File: config.mk
export PLATFORM = sky130hd
export DESIGN_NAME = rgb_to_hsv_converter
export DESIGN_NICKNAME = d
export VERILOG_FILES = /design/src/rhc_pkg.sv /design/src/rhc_front.sv /design/src/rhc_queue.sv /design/src/rhc_back.sv /design/src/rgb_to_hsv_converter.sv
export SDC_FILE = /design/constraint.sdc
export NUM_CORES = 2
export LEC_CHECK = 0
export BUFFER_PORTS_ARGS = -buffer_cell sky130_fd_sc_hd__buf_2
export CAP_MARGIN = 30
export CORE_ASPECT_RATIO = 0.8
export CORE_MARGIN = 3
export CORE_UTILIZATION = 57
export DETAILED_ROUTE_END_ITERATION = 10
export PLACE_DENSITY = 0.77
export SLEW_MARGIN = 0
export SYNTH_ARGS = -nofsm -noshare
export SYNTH_HDL_FRONTEND = slang
export SYNTH_SLANG_ARGS = --single-unit
File: constraint.sdc
create_clock -name clk -period 28.8 [get_ports clk]
set_input_delay 8.64 -clock clk [delete_from_list [all_inputs] [get_ports clk]]
set_output_delay 8.64 -clock clk [all_outputs]
set_load 0.005 [all_outputs]
File: src/rhc_pkg.sv
package rhc_pkg;

    // input transaction: one rgb pixel
    typedef struct packed {
        logic [7:0] red_in;
        logic [7:0] green_in;
        logic [7:0] blue_in;
    } pixel_t;

    // output transaction: one hsv pixel
    typedef struct packed {
        logic [15:0] hue_out;
        logic [15:0] sat_out;
        logic [7:0]  val_out;
    } hsv_t;

    // classified pixel passed from front end to back end
    // hue_num is the hue numerator folded into one turn, hue_den is 6*(max-min)
    typedef struct packed {
        logic [7:0]  val;
        logic [7:0]  delta;
        logic [10:0] hue_num;
        logic [10:0] hue_den;
        logic        gray;
        logic        black;
    } cls_t;

    localparam int QUEUE_DEPTH = 4;
    localparam int QUEUE_PTR_BITS = $clog2(QUEUE_DEPTH);

endpackage

File: src/rhc_front.sv
module rhc_front (
    input  rhc_pkg::pixel_t pixel,
    output rhc_pkg::cls_t   cls
);

    logic [7:0]  r;
    logic [7:0]  g;
    logic [7:0]  b;
    logic [7:0]  mx;
    logic [7:0]  mn;
    logic [7:0]  delta;
    logic [11:0] d12;
    logic [11:0] den12;
    logic [11:0] num12;

    assign r = pixel.red_in;
    assign g = pixel.green_in;
    assign b = pixel.blue_in;

    // largest and smallest channel
    always_comb
    begin
        mx = r;
        if (g > mx)
        begin
            mx = g;
        end
        if (b > mx)
        begin
            mx = b;
        end
        mn = r;
        if (g < mn)
        begin
            mn = g;
        end
        if (b < mn)
        begin
            mn = b;
        end
    end

    assign delta = mx - mn;
    assign d12   = {4'd0, delta};
    assign den12 = (d12 << 2) + (d12 << 1);

    // hue numerator by sector, folded into [0, 6d)
    always_comb
    begin
        if (mx == r)
        begin
            if (g >= b)
            begin
                num12 = {4'd0, g - b};
            end
            else
            begin
                num12 = den12 - {4'd0, b - g};
            end
        end
        else if (mx == g)
        begin
            num12 = (d12 << 1) + {4'd0, b} - {4'd0, r};
        end
        else
        begin
            num12 = (d12 << 2) + {4'd0, r} - {4'd0, g};
        end
    end

    assign cls.val     = mx;
    assign cls.delta   = delta;
    assign cls.hue_num = num12[10:0];
    assign cls.hue_den = den12[10:0];
    assign cls.gray    = (delta == 8'd0);
    assign cls.black   = (mx == 8'd0);

endmodule

File: src/rhc_queue.sv
module rhc_queue (
    input  logic          clk,
    input  logic          rst_n,
    input  logic          wr_en,
    input  rhc_pkg::cls_t wr_data,
    output logic          full,
    input  logic          rd_en,
    output rhc_pkg::cls_t rd_data,
    output logic          valid
);

    localparam int PB = rhc_pkg::QUEUE_PTR_BITS;

    rhc_pkg::cls_t     mem_reg [rhc_pkg::QUEUE_DEPTH];
    logic [PB-1:0]     wr_ptr_reg;
    logic [PB-1:0]     wr_ptr_next;
    logic [PB-1:0]     rd_ptr_reg;
    logic [PB-1:0]     rd_ptr_next;
    logic [PB:0]       count_reg;
    logic [PB:0]       count_next;

    assign full    = (count_reg == (PB + 1)'(rhc_pkg::QUEUE_DEPTH));
    assign valid   = (count_reg != '0);
    assign rd_data = mem_reg[rd_ptr_reg];

    // pointer and fill count update
    always_comb
    begin
        wr_ptr_next = wr_ptr_reg + (wr_en ? PB'(1) : PB'(0));
        rd_ptr_next = rd_ptr_reg + (rd_en ? PB'(1) : PB'(0));
        count_next  = count_reg + (wr_en ? (PB + 1)'(1) : (PB + 1)'(0))
                      - (rd_en ? (PB + 1)'(1) : (PB + 1)'(0));
    end

    always_ff @(posedge clk or negedge rst_n)
    begin
        if (!rst_n)
        begin
            wr_ptr_reg <= '0;
            rd_ptr_reg <= '0;
            count_reg  <= '0;
        end
        else
        begin
            wr_ptr_reg <= wr_ptr_next;
            rd_ptr_reg <= rd_ptr_next;
            count_reg  <= count_next;
        end
    end

    // entry storage
    always_ff @(posedge clk)
    begin
        if (wr_en)
        begin
            mem_reg[wr_ptr_reg] <= wr_data;
        end
    end

endmodule

File: src/rhc_back.sv
module rhc_back #(
    parameter int HUE_BITS = 16,
    parameter int SAT_BITS = 16
) (
    input  logic          clk,
    input  logic          rst_n,
    input  logic          q_valid,
    input  rhc_pkg::cls_t q_data,
    output logic          q_read,
    output logic          empty,
    input  logic          pop,
    output rhc_pkg::hsv_t result
);

    localparam int DEPTH = (HUE_BITS > SAT_BITS) ? HUE_BITS : SAT_BITS;

    typedef struct packed {
        logic [7:0]          val;
        logic                gray;
        logic                black;
        logic [10:0]         hue_den;
        logic [10:0]         hue_rem;
        logic [7:0]          sat_rem;
        logic [SAT_BITS-1:0] sat_low;
        logic [HUE_BITS-1:0] hue_q;
        logic [SAT_BITS-1:0] sat_q;
    } stage_t;

    stage_t              stage_reg [DEPTH];
    stage_t              head;
    logic [DEPTH-1:0]    valid_reg;
    logic [DEPTH-1:0]    valid_next;
    logic                advance;
    logic [SAT_BITS+7:0] sat_num;

    // whole pipe moves unless the finished transaction is held
    assign advance = !valid_reg[DEPTH-1] || pop;
    assign q_read  = advance && q_valid;
    assign empty   = !valid_reg[DEPTH-1];

    // saturation numerator (2^S - 1) * d
    assign sat_num = ({{SAT_BITS{1'b0}}, q_data.delta} << SAT_BITS)
                     - {{SAT_BITS{1'b0}}, q_data.delta};

    // first stage loads from the queue
    always_comb
    begin
        head.val     = q_data.val;
        head.gray    = q_data.gray;
        head.black   = q_data.black;
        head.hue_den = q_data.hue_den;
        head.hue_rem = q_data.hue_num;
        head.sat_rem = sat_num[SAT_BITS+7:SAT_BITS];
        head.sat_low = sat_num[SAT_BITS-1:0];
        head.hue_q   = '0;
        head.sat_q   = '0;
    end

    // one quotient bit of each division per stage, up to that division's width
    for (genvar k = 0; k < DEPTH; k++)
    begin : g_stage
        stage_t      cur;
        stage_t      nxt;
        logic [11:0] hue_shift;
        logic        hue_ge;
        logic [8:0]  sat_shift;
        logic        sat_ge;

        if (k > 0)
        begin : g_link
            assign cur = stage_reg[k-1];
        end
        else
        begin : g_head
            assign cur = head;
        end

        assign hue_shift = {cur.hue_rem, 1'b0};
        assign hue_ge    = (hue_shift >= {1'b0, cur.hue_den});
        assign sat_shift = {cur.sat_rem, cur.sat_low[SAT_BITS-1]};
        assign sat_ge    = (sat_shift >= {1'b0, cur.val});

        always_comb
        begin
            nxt = cur;
            if (k < HUE_BITS)
            begin
                nxt.hue_rem = hue_ge
                    ? 11'(hue_shift - {1'b0, cur.hue_den})
                    : hue_shift[10:0];
                nxt.hue_q = {cur.hue_q[HUE_BITS-2:0], hue_ge};
            end
            if (k < SAT_BITS)
            begin
                nxt.sat_rem = sat_ge
                    ? 8'(sat_shift - {1'b0, cur.val})
                    : sat_shift[7:0];
                nxt.sat_low = cur.sat_low << 1;
                nxt.sat_q   = {cur.sat_q[SAT_BITS-2:0], sat_ge};
            end
        end

        always_ff @(posedge clk)
        begin
            if (advance)
            begin
                stage_reg[k] <= nxt;
            end
        end
    end

    // valid bits travel with the stages
    always_comb
    begin
        valid_next = valid_reg;
        if (advance)
        begin
            valid_next = {valid_reg[DEPTH-2:0], q_valid};
        end
    end

    always_ff @(posedge clk or negedge rst_n)
    begin
        if (!rst_n)
        begin
            valid_reg <= '0;
        end
        else
        begin
            valid_reg <= valid_next;
        end
    end

    // gray and black pixels force hue and saturation to zero
    assign result.hue_out = stage_reg[DEPTH-1].gray ? 16'd0 : 16'(stage_reg[DEPTH-1].hue_q);
    assign result.sat_out = stage_reg[DEPTH-1].black ? 16'd0 : 16'(stage_reg[DEPTH-1].sat_q);
    assign result.val_out = stage_reg[DEPTH-1].val;

endmodule

File: src/rgb_to_hsv_converter.sv
// path: a transaction taken is written into the queue, then passes through the divider
// pipeline registers to the result ports. throughput: one pixel per cycle while results
// are popped; a 4-entry queue lets the intake run on during a stall
// reset: rst_n clears queue pointers and pipeline valid bits at once, no clearing pass
module rgb_to_hsv_converter #(
    parameter int HUE_BITS = 16,
    parameter int SAT_BITS = 16
) (
    input  logic            clk,
    input  logic            rst_n,
    input  logic            push,
    output logic            full,
    input  rhc_pkg::pixel_t pixel,
    output logic            empty,
    input  logic            pop,
    output rhc_pkg::hsv_t   result
);

    rhc_pkg::cls_t front_cls;
    rhc_pkg::cls_t queue_data;
    logic          queue_valid;
    logic          queue_read;
    logic          queue_write;

    assign queue_write = push && !full;

    // classify the incoming transaction
    rhc_front u_front (
        .pixel (pixel),
        .cls   (front_cls)
    );

    // decoupling queue
    rhc_queue u_queue (
        .clk     (clk),
        .rst_n   (rst_n),
        .wr_en   (queue_write),
        .wr_data (front_cls),
        .full    (full),
        .rd_en   (queue_read),
        .rd_data (queue_data),
        .valid   (queue_valid)
    );

    // pipelined dividers
    rhc_back #(
        .HUE_BITS (HUE_BITS),
        .SAT_BITS (SAT_BITS)
    ) u_back (
        .clk     (clk),
        .rst_n   (rst_n),
        .q_valid (queue_valid),
        .q_data  (queue_data),
        .q_read  (queue_read),
        .empty   (empty),
        .pop     (pop),
        .result  (result)
    );

endmodule
; Word level (Yosys, flattened, before mapping)
; Memory sizes are Yosys's and may differ from the RTL's.
; Cells that the tools add are included.
[totals]
ff_bits = 23
ramBits = 1552
in_bits = 28
out_inout_bits = 42
elab_cells = 149
n_memories = 2
[memory_table]
columns = memory, words, word_bits, read_ports, rd_ports_with_merged_regs, wr, line
row1 = u_back.stage_reg, 16, 87, 16, 0, 16, rhc_back.sv:29  ; stage_t stage_reg [DEPTH];
row2 = u_queue.mem_reg, 4, 40, 1, 0, 1, rhc_queue.sv:14  ; rhc_pkg::cls_t mem_reg [rhc_pkg::QUEUE_DEPTH];
[op_classes]
n_addsub = 46
magnitude_cmp = 37
n_eq_ne = 3
mux = 49
n_reduce_logical = 8
[op_table]
columns = operator, count
row1 = two-way mux 11 bit, 19
row2 = >= comparator 12 x 11 -> 1 bit, 16
row3 = subtractor 11 bit, 16
row4 = two-way mux 8 bit, 20
row5 = subtractor 8 bit, 19
row6 = >= comparator 9 x 8 -> 1 bit, 16
row7 = subtractor 11 x 8 -> 11 bit, 3
row8 = two-way mux 16 bit, 2
row9 = subtractor 24 x 8 -> 24 bit, 1
row10 = equality test 8 bit, 2
row11 = > comparator 8 bit, 2
row12 = logical NOT 8 bit, 2
row13 = < comparator 8 bit, 2
row14 = adder 10 x 8 -> 11 bit, 1
row15 = adder 10 x 9 -> 11 bit, 1
row16 = adder 9 x 8 -> 10 bit, 1
row17 = >= comparator 8 bit, 1
row18 = two-way mux 1 bit, 8
row19 = adder 2 bit, 2
row20 = adder 3 bit, 1
row21 = equality test 3 bit (second input constant), 1
row22 = nonzero test 3 bit, 1
row23 = subtractor 3 bit, 1
row24 = logical AND 1 bit, 2
row25 = 2 further kinds, 3

; Logic depth before layout (Yosys ltp)
[depth]
depth_word = 9
depth_mapped = 40
depth_no_buf = 39

; Modules after synthesis
; From an unflattened synthesis, not the netlist that was laid out.
[unflattened]
cells_unflattened = 4409
area_unflattened_um2 = 59799.9
[by_module_without_submodules]
columns = mod, instances, cells_each, area_each_um2, seq_area_each_um2
row1 = rhc_back, 1, 3547, 48987.0, 30399.2
row2 = rhc_queue, 1, 235, 6165.9, 4979.8
row3 = rhc_front, 1, 626, 4633.2, 0.0
row4 = rgb_to_hsv_converter, 1, 1, 13.8, 0.0

; Worst setup path before layout
; No wires, ideal clock.
[synth_path]
path_type = input to register
from = input port pop
to = register u_back.valid_reg[10]
setup_ns = 0.185
t_arrival_ns = 38.103
t_required_ns = 28.615
path_slack_ns = -9.488
path_stages = 4
n_path_buf = 1
path_cell_list = inv_1 -> nand2_1 -> clkbuf_1 -> mux2_2
[synth_between]
elab_chain_len = 1
[synth_rtl]
columns = element, line
row1 = start: declaration, rgb_to_hsv_converter.sv:15  ; input logic pop,
row2 = logical OR 1 bit, rhc_back.sv:37  ; assign advance = !valid_reg[DEPTH-1] || pop;
row3 = via u_back.advance, rhc_back.sv:33  ; logic advance;
row4 = end signal: assignment, rhc_back.sv:130  ; valid_reg <= valid_next;
row5 = end: declaration, rhc_back.sv:31  ; logic [DEPTH-1:0] valid_reg;
; The timed path passes the listed nets, and every way through them passes these cells.
; A chain may end at the register's enable or synchronous reset.

==> reports/metrics.yaml <==
critical_path:
  crit_type: "input pin to flop"
  worstRegToRegCells: 18
  crit_path_end_kind: "flop"
  crit_family: "compound AO/OA/AOI/OAI gates"
  cp_data_required_time_ns: 29.21
  arrival_ns: 18.67
  reg2reg_from: "u_queue.rd_ptr_reg[0]"
  critical_path_cell_count: 38
  cp_common_cell: "a21oi_1"
  startpoint_type: "input pin"
  startpoint: "pixel[11]"
  cpMaxStageDelayCell: "xnor3_1"
  cp_max_fo: 16
  path_buf_inv: 4
  cpPeakStageDelay_ns: 0.81
cts:
  cts-root-buf: "clkbuf_16"
  path_clk_slew_ns: 0.06
  cts_tree: "done"
  cts_resized: 0
  cts_sinks: 1129
  cts_buffer_depth: 3
  cts_hold_buf: 0
  cts_max_level: 3
  clock_latency_ns: 0.68
  post_cts_buffers: 0
  numCtsBuffers: 107
logic_synthesis:
  async_reset_ff_share_pct: 2.037
  synth_area_mm2: 0.05410
  synth_top_area_share_pct: 61.39
  synthTopCellsByArea: "edfxtp_1 (61%), ha_1 (8.9%), inv_1 (3.8%), a21oi_1 (2.5%), o21ai_0 (2.4%)"
  yosys_most_used_dff: "edfxtp_1"
  ys_ff_latch: 1129
  synth_top_area_cell: "edfxtp_1"
  ys_seq_area_share_pct: 62.45
  synth_cell_type_count: 84
  synth_fp_nets: 4557
  syn_inst: 4099
  yosysWarnings: 0
  synth_area_per_cell_um2: 13.20
  synth-edff-count: 1106
sta:
  post-route-period-util_pct: 63.42
  setup_tns_ns: 0
  relSlewSlack_pct: 34.39
  hold_viol: 0
  tightest_slew_ns: 0.9821
  fin_worst_skew_ns: 0.03007
  rsz0062_at_grt: "false"
  min_period_ns: 18.27
  setup_viol: 0
  fmax_mhz: 54.75
  slew_violations: 0
die:
  ioPinCount: 70
  die_y_um: 281.6
  start_util_pct: 57.80
  std_cell_rows: 100
  fp.dieArea_mm2: 0.09867
  core_area_mm2: 0.09359
  fp.dieW_um: 350.4
placement:
  routabilityCongestion: 0.8884
  place.port_buffers: 69
  dpl.hpwl_mm: 70.02
final_layout:
  nFillCells: 6688
  diodes: 0
  num-nets-final: 4708
  regArea_mm2: 0.03379
  largest_reg_flops: 954
  synthToLayoutAreaGrowth_pct: 10.23
  drive_above_1_share_pct: 8.781
  multi_input_area_mm2: 0.01800
routing:
  drt-vias-per-instance: 5.589
  drc: 0
  vias: 31090
  wl_met3_mm: 5.381
  routedWlPerCell_um: 17.87
  dr.max_layer_used: "met4"
  wl_met1_mm: 45.85
  drt-total-wl_mm: 99.41
  drt_iter0_markers: 2351
  ant_nets: 0
  dr.pass1.iters: 5
  wl_met2_mm: 46.05
global_routing:
  grt_pass1_wl_mm: 160.5
  grt_pass1_vias: 30760
  grt_max_degree: 84
  grt_antenna_before_repair: 0
  track_usage_pct: 20.31
  overflow: 0
worst_hold_path:
  min-delay-start: "u_back.stage_reg[0][87]"
  worstHoldPathType: "flop to flop"
  whs_path_depth: 0
run:
  drv_cap: 0
status:
  status: "complete, no violations"
-- worst register-to-register path, stage by stage, from the launching register on --
cell	delay, ns
dfrtp_2	0.62
buf_4	0.57
mux4_2	0.70
or2_2	0.36
nor2_1	0.26
nor4b_1	0.46
or3_1	0.18
o21ai_0	0.17
ha_1	0.38
inv_1	0.07
o21ai_0	0.10
and2_1	0.18
o21ai_0	0.15
nand2b_1	0.10
a21o_1	0.19
a21o_1	0.21
a21boi_0	0.18
buf_4	0.22
mux2_2	0.36
-- cell usage in the layout, fill, tap and decap left out, types with 32 or more instances in the layout --
| master | n |
|---|---|
| nor2_1 | 216 |
| mux2_2 | 42 |
| edfxtp_1 | 1106 |
| a21oi_1 | 274 |
| nor2b_1 | 100 |
| nand2b_1 | 81 |
| a21o_1 | 79 |
| buf_4 | 32 |
| fa_1 | 45 |
| o31ai_1 | 41 |
| clkbuf_16 | 108 |
| nand3_1 | 37 |
| xor2_1 | 67 |
| nand4_1 | 61 |
| and2_1 | 43 |
| o21ai_0 | 262 |
| mux4_2 | 38 |
| buf_2 | 69 |
| inv_1 | 553 |
| xnor2_1 | 140 |
| ha_1 | 385 |
| nand2_1 | 195 |
-- cell type report --
| cell class | instances | area share (%) |
|---|---|---|
| inverter | 557 | 3.506 |
| sequential | 1129 | 56.66 |
| timing repair buffer | 106 | 1.188 |
| multi-input combinational | 2349 | 30.18 |
| clock buffer | 130 | 4.704 |
| clock inverter | 68 | 1.196 |
| tap | 1224 | 2.568 |
-- stage by stage --
step           util, %  cells  hold slack [ns]  cell area [um^2]  setup slack, ns
3_3_place_gp     59.79   5355           0.4003             55960            10.16
3_5_place_dp     59.90   5360           0.4045             56060            9.869
4_1_cts          63.66   5558           0.3981             59580            10.60
6_report         63.72   5563           0.4010             59630            10.53
2_1_floorplan        -   4099           0.4003             54100            6.236
5_1_grt          63.72   5563           0.4094             59630            9.465
-- synth_stat cells (45+ instances only) --
| library cell | number |
|---|---|
| a21oi_1 | 274 |
| xnor2_1 | 140 |
| xor2_1 | 67 |
| inv_1 | 553 |
| nand4_1 | 61 |
| nor2_1 | 217 |
| nand2b_1 | 81 |
| o21ai_0 | 262 |
| a21o_1 | 79 |
| edfxtp_1 | 1106 |
| ha_1 | 385 |
| nor2b_1 | 100 |
| nand2_1 | 196 |
| fa_1 | 45 |
| clkbuf_1 | 48 |
-- path summary, 6_finish.rpt --
kind                                                 end  slack [ns]
worst max-delay path              u_queue.mem_reg[3][23]       10.53
worst min-delay path            u_back.stage_reg[0][175]        0.40
worst max register to register   u_back.stage_reg[0][48]       23.11
worst min register to register  u_back.stage_reg[0][175]        0.40
max in group asynchronous          u_queue.rd_ptr_reg[0]       20.49
min in group asynchronous           u_queue.count_reg[2]        7.94
-- logic make-up (layout without fill, tap and decap cells) --
kind of cell,after synthesis,after routing,synth area share (%)
xor+xnor,209,209,3.444
mux,97,97,2.771
fa+ha+maj,432,432,10.61
flops,1129,1129,62.45
compound gates,795,795,8.821
simple gates,816,816,7.526
buf+inv,621,861,4.373
-- metal layers --
layer	vias up	track usage (%)
li1	15080	-
met1	15060	29.47
met2	780	32.66
met3	172	3.111
met4	0	4.977
met5	-	0
Power is not shown: default switching activity piles up to over one toggle a cycle in this logic, so the estimate is an artifact.
